$ cat config.mk
export PLATFORM = sky130hd
export DESIGN_NAME = qme3d_merge
export DESIGN_NICKNAME = d
export VERILOG_FILES = /design/src/sv/qme3d_pkg.sv /design/src/sv/qme3d_merge.sv
export SDC_FILE = /design/constraint.sdc
export NUM_CORES = 1
export LEC_CHECK = 0
export BUFFER_PORTS_ARGS = -buffer_cell sky130_fd_sc_hd__buf_2
export CAP_MARGIN = 20
export CORE_UTILIZATION = 35
export CTS_BUF_LIST = sky130_fd_sc_hd__clkbuf_8
export DETAILED_ROUTE_END_ITERATION = 10
export PLACE_DENSITY = 0.85
export SLEW_MARGIN = 40
export SYNTH_ARGS = -nofsm -noshare
export SYNTH_HDL_FRONTEND = slang
export SYNTH_SLANG_ARGS = --single-unit
$ cat constraint.sdc
create_clock -name i_clk -period 0.8 [get_ports i_clk]
set_input_delay 0.08 -clock i_clk [delete_from_list [all_inputs] [get_ports i_clk]]
set_output_delay 0.08 -clock i_clk [all_outputs]
set_load 0.02 [all_outputs]
$ cat src/sv/qme3d_pkg.sv
// Shared types, widths and helper functions for the 3D quantizer and Morton encoder.
// No dependencies; every other file refers to this package by scoped names.
`default_nettype none
package qme3d_pkg;
    localparam int POS_WIDTH  = 64;
    localparam int COORD_BITS = 21;
    localparam int CELL_WIDTH = 63;
    localparam int CODE_WIDTH = 63;
    localparam int LATENCY    = POS_WIDTH + 2;

    typedef struct packed {
        logic signed [POS_WIDTH-1:0] pos_x;
        logic signed [POS_WIDTH-1:0] pos_y;
        logic signed [POS_WIDTH-1:0] pos_z;
        logic                        last_in;
    } t_in_word;

    typedef struct packed {
        logic [CODE_WIDTH-1:0] morton_code;
        logic                  last_out;
    } t_out_word;

    typedef struct packed {
        logic                  valid;
        logic                  tag;
        logic [COORD_BITS-1:0] coord;
    } t_lane_res;

    function automatic logic [CODE_WIDTH-1:0] spread3(input logic [COORD_BITS-1:0] v);
        logic [CODE_WIDTH-1:0] s;
        s = '0;
        for (int i = 0; i < COORD_BITS; i++) begin
            s[3*i] = v[i];
        end
        return s;
    endfunction
endpackage
`default_nettype wire

$ cat src/sv/qme3d_merge.sv
// Merging stage: interleaves the three lane coordinates into the registered Morton code.
// Depends on qme3d_pkg for the lane result struct, output word and spread function.
`default_nettype none
module qme3d_merge (
    input  wire logic                 i_clk,
    input  wire logic                 i_rst_n,
    input  wire qme3d_pkg::t_lane_res i_x,
    input  wire qme3d_pkg::t_lane_res i_y,
    input  wire qme3d_pkg::t_lane_res i_z,
    output logic                      o_done,
    output qme3d_pkg::t_out_word      o_data
);
    logic                 r_done;
    qme3d_pkg::t_out_word r_data;

    always_ff @(posedge i_clk) begin
        r_data.morton_code <= qme3d_pkg::spread3(i_x.coord)
                            | (qme3d_pkg::spread3(i_y.coord) << 1)
                            | (qme3d_pkg::spread3(i_z.coord) << 2);
        r_data.last_out    <= i_x.tag;
        if (!i_rst_n) begin
            r_done <= 1'b0;
        end else begin
            r_done <= i_x.valid & i_y.valid & i_z.valid;
        end
    end

    assign o_done = r_done;
    assign o_data = r_data;
endmodule
`default_nettype wire

==> reports/metrics.cfg, run 1 <==
[run_status]
status = aborted with a tool error
lastStage = clock tree synthesis (4_1_cts)
error = [ERROR DPL-0033] detailed placement checks failed during check placement.

[placement]
portBuffers = 133
routabilityCongestion = 0.6395
dp_hpwl_um = 2327
place_ws_ps = 260.6

[logic_synthesis]
synth_area_leaders = dfxtp_1 (99%), and4_1 (0.67%)
syn-mean-instance-area_sq_um = 19.85
ys_seq_area_share_pct = 99.33
yosysTopAreaCell = dfxtp_1
synth_cell_types = 2
ys_seq_elements = 65
synth_nets = 137
syn_area_sq_um = 1310
synth_top_area_share_pct = 99.33
postSynthCellCount = 66
yosys_warnings = 0

[clock_network]
cts_max_level = 3
cts.path.max_buffers = 2
cts_root_buf = clkbuf_8
cts_buffers = 9
cts_setup_buffers = 0
cts.hold.buffers_added = 64
clock-sinks = 65
ctsResizeCount = 194

[floorplan]
rows = 21
die_h_um = 63.18
die_w_um = 63.18
start_util_pct = 37.77
ios = 136

## synth_stat cells, drive strengths merged
cell / n
dfxtp: 65
and4: 1
## cell families after synthesis
family / share of synthesized area, %
simple gates: 0.6687
flops: 99.33
## metrics by stage
step | cell area [sq um] | cells
floorplan | 1310 | 66
global placement | 2033 | 245
detailed placement | 2033 | 245
==> run 2, diff against run 1 <==
Settings changed: CORE_UTILIZATION 35 to 33, CTS_BUF_LIST sky130_fd_sc_hd__clkbuf_8 to default, PLACE_DENSITY 0.85 to default, PLACE_DENSITY_LB_ADDON from default to 0.15.
==> reports/metrics.cfg, run 2 <==
[run_status]
status = finished with violations
violations = negative setup slack

[worst_setup_path]
cp_data_arrival_time_ps = 780
required_ps = 720
path_max_fanout = 1
cp_cell_sequence = buf_6
cp-end-kind = output port
crit_type = flop to output port
crit_path_start_kind = flop
cp_top_family = flip-flops
critPathBufInv = 1
cpPeakStageDelay_ps = 340
crit_path_top_delay_cell = dfxtp_2

[floorplan]
die_area_sq_um = 4226
ios = 136
start_util_pct = 34.99
core-area_sq_um = 3744
die_h_um = 65.01
rows = 22
die_w_um = 65.01

[sta]
fmax_mhz = 1157
relSlewSlack_pct = 93.26
finalSetupViolCount = 65
rsz0062_at_grt = yes
min_period_ps = 864.6
fin_crit_sh_pct = 108.1
worst_pin_slew_ps = 101.1
setup-tns-final_ps = -2633
timing.final.ws_setup_ps = -64.65
slew_viol_final = 0
hold_slack_ps = 34.59
hold_violations = 0

[global_routing]
grt_max_degree = 10
grt_pass1_vias = 1521
met1_usage_pct = 23.77
grt_overflow = 0
top_usage_layer = met2
met2_usage_pct = 46.74
met3_usage_pct = 12.50
grt.total_usage_pct = 25.98
antenna_found_initial = 0
grt_pass1_wl_um = 7548

[route]
antenna_left = 0
vias = 1339
drt-total-wl_um = 5258
drt-initial-drc-count = 51
drc = 0
dr.pass1.iters = 4
wire_per_inst_um = 16.08
viasPerCell = 4.095

[logic_synthesis]
synth_top_area_share_pct = 99.33
syn_area_sq_um = 1310
yosys_warnings = 0
synth_nets = 137
postSynthCellCount = 66
synth_edf_count = 0
ys_seq_elements = 65
syn-mean-instance-area_sq_um = 19.85
ys_seq_area_share_pct = 99.33
synth_flop_cell = dfxtp_1
synth.most_common_cell = dfxtp_1
synth_cell_types = 2
synth_common_cells = dfxtp_1 (65), and4_1 (1)
synth_area_leaders = dfxtp_1 (99%), and4_1 (0.67%)
yosysTopAreaCell = dfxtp_1
synthArstFlopShare_pct = 0

[layout]
nFillCells = 168
drive_above_1_share_pct = 74.55
final_cell_mix = buf_2 (68), dlygate4sd3_1 (65), dfxtp_2 (65), buf_6 (65), clkbuf_8 (10)
final_area_sq_um = 3331
largest_reg_flops = 64
syn_to_final_growth_pct = 154.2
fin_cells = 327
nNetsFinal = 346
antenna_cells = 0
final_common_cell = buf_2

[placement]
dp_hpwl_um = 2163
placedInstanceArea_sq_um = 2036
routabilityCongestion = 0.6703
place_inst = 247
portBuffers = 133

[hold_path]
whs_endpoint = o_done
min_from = i_rst_n
hold_depth = 2
hold_path_class = input port to flop

[clock_network]
cts_max_level = 3
cts_buffers = 9
cts_tree = done
clk_pin_slew_ps = 70
cts_setup_buffers = 0
cts_root_buf = clkbuf_8
clock-sinks = 65
cts.path.max_buffers = 2

[power_and_ir_drop]
powerDensity_nw_per_um2 = 2056
ir_worst_vdd_v = 0.001555
leakage_nw = 1.563

[run]
cap_violations = 0

[run 2: cell counts after synthesis]
No cell type changed its count.
[run 2: cells by family (layout without fill, tap and decap cells)]
family / count (synthesis) / after routing / synth area share [%]
simple gates: 1 / 1 / 0.6687
buf+inv: 0 / 213 / 0
flops: 65 / 65 / 99.33
[run 2: layer usage]
metal | wire length (um) | up-vias
met3 | 449 | 12
met1 | 1791 | 605
met5 | 0 | -
met2 | 2880 | 102
li1 | - | 620
met4 | 136 | 0
[run 2: metrics by stage]
| stage | util, % | setup slack (ps) | total power, mW |
|---|---|---|---|
| 2_1_floorplan | - | 324.9 | 3.751 |
| 3_3_place_gp | 54.38 | 274.2 | 4.056 |
| 3_5_place_dp | 54.38 | 251.2 | 4.071 |
| 4_1_cts | 88.94 | -63.43 | 6.797 |
| 5_1_grt | 88.97 | -92.90 | 7.145 |
| 6_report | 88.97 | -64.65 | 6.848 |
[run 2: worst max-delay path by stage]
stage | start | endpoint | slack [ps] | cells after the start
final | o_data[41] | o_data[41] | -60 | 1
after global routing | o_data[26] | o_data[26] | -90 | 1
after CTS | o_data[28] | o_data[28] | -60 | 1
after detailed placement | o_data[28] | o_data[28] | 250 | 1
after global placement | o_data[12] | o_data[12] | 270 | 1
after floorplan | o_data[0] | o_data[0] | 320 | 0
[run 2: area by class of cell]
class	count	area, sq um	share of cell area, %
clock buffers	15	156.4	4.696
multi-input cells	1	8.758	0.2630
flip-flops and latches	65	1383	41.51
well taps	48	60.06	1.803
repair buffers	198	1723	51.73
[run 2: report_power, final]
group | internal (mW) | switching [mW]
Sequential | 3.45 | 0.0909
Clock | 1.20 | 1.08
Combinational | 0.634 | 0.400
Total | 5.28 | 1.57
[run 2: timing repair]
item,CTS,global route
endpoints found under the hold margin,65,0
cloned,0,0
hold buffers,65,0
endpoints found under the setup margin,65,65
resized for setup,194,1
Note: power is estimated with default switching activity, not from simulation.
==> run 3, diff against run 2 <==
Settings changed: SETUP_SLACK_MARGIN from default to 0.4.
==> reports/metrics.cfg, run 3 (synthesized netlist as in run 2, its figures left out) <==
[sta]
timing.final.ws_setup_ps = -64.16
rsz0062_at_grt = yes
hold_violations = 64
fin_crit_sh_pct = 108.0
finalSetupViolCount = 65
fmax_mhz = 1157
slew_viol_final = 0
worst_pin_slew_ps = 95.57
min_period_ps = 864.2
hold_slack_ps = -139.7
relSlewSlack_pct = 93.63

[power_and_ir_drop]
ir_worst_vdd_v = 0.001805
powerDensity_nw_per_um2 = 2205
leakage_nw = 1.315
total_power_mw = 6.255

[worst_setup_path]
required_ps = 720
critPathBufInv = 1
cp_cell_sequence = buf_6
path_depth = 1
cp-end-kind = output port
cp_data_arrival_time_ps = 780
crit_path_start_kind = flop
crit_path_top_delay_cell = dfxtp_4
cp_top_family = flip-flops
path_max_fanout = 1
crit_type = flop to output port
cpPeakStageDelay_ps = 340

[clock_network]
cts_max_level = 3
cts_setup_buffers = 0
cts_tree = done
clock-sinks = 65
cts_buffers = 9
clk_pin_slew_ps = 60
cts.path.max_buffers = 2
cts_root_buf = clkbuf_8

[placement]
routabilityCongestion = 0.6684
portBuffers = 133
place_ws_ps = 248.5
placedInstanceArea_sq_um = 2277
place_inst = 247

[layout]
largest_reg_flops = 64
multiInputGateArea_sq_um = 8.758
seqCellArea_sq_um = 1543
fin_cells = 263
antenna_cells = 0
final_cell_mix = buf_2 (68), buf_6 (65), dfxtp_4 (64), clkbuf_8 (9), clkinv_1 (4)
final_area_sq_um = 2836
syn_to_final_growth_pct = 116.5
final_common_cell = buf_2
nFillCells = 254
drive_above_1_share_pct = 97.21
nNetsFinal = 281

[global_routing]
antenna_found_initial = 0
grt_pass1_wl_um = 4692
grt_overflow = 0
grt_pass1_vias = 1119
grt_max_degree = 11
grt.total_usage_pct = 16.22

[route]
wire_per_inst_um = 12.38
antenna_left = 0
drt-initial-drc-count = 13
drc = 0
viasPerCell = 3.852
drt-total-wl_um = 3255
vias = 1013
dr.pass1.iters = 3

[hold_path]
hold_depth = 1
hold_path_class = input port to flop

[floorplan]
start_util_pct = 34.99
die_w_um = 65.01
die_h_um = 65.01
core-area_sq_um = 3744
ios = 136
die_area_sq_um = 4226
rows = 22

[run]
cap_violations = 0

[run_status]
status = finished with violations
violations = negative hold slack, negative setup slack

-- run 3: cell types whose count changed in the layout (fill, tap and decap cells not counted) --
cell	change
dlygate4sd3_1	-65
dfxtp_2	-64
dfxtp_4	+64
clkbuf_1	-4
clkinv_1	+4
clkinv_2	+2
clkbuf_8	-1
-- run 3: worst paths after layout --
kind              startpoint    endpoint  slack [ps]
setup / recovery  o_data[44]  o_data[44]         -60
hold / removal        i_x[0]   o_data[1]        -140
-- run 3: per-stage QoR --
step | util [%] | TNS (ps) | hold slack, ps
2_1_floorplan | - | 0 | 107.7
3_3_place_gp | 60.83 | 0 | 181.5
6_report | 75.77 | -3280 | -139.7
3_5_place_dp | 60.83 | 0 | 183.3
4_1_cts | 75.77 | -4559 | -157.8
5_1_grt | 75.77 | -5262 | -159.0
-- run 3: per-layer routing --
layer | up-vias | wire (um) | global-route usage [%]
met5 | - | 0 | 0
met4 | 0 | 59 | 11.67
met3 | 6 | 285 | 7.218
met2 | 65 | 1925 | 29.95
met1 | 449 | 985 | 13.28
li1 | 493 | - | -
-- run 3: timing repair --
action / in CTS / in global routing
endpoints found under the hold margin: 64 / 64
resized for setup: 130 / 0
endpoints found under the setup margin: 65 / 65
-- run 3: report_power, final --
group / leakage, nW / switching, mW / internal [mW]
combinational: 0.664 / 0.323 / 0.426
clock: 0.0800 / 1.04 / 1.07
sequential: 0.571 / 0.0805 / 3.32
-- run 3: cell type report --
type | count | area share (%)
Clock buffer | 10 | 4.499
Clock inverter | 6 | 0.8822
Multi-Input combinational cell | 1 | 0.3088
Sequential cell | 65 | 54.39
Tap cell | 48 | 2.117
Timing Repair Buffer | 133 | 37.80
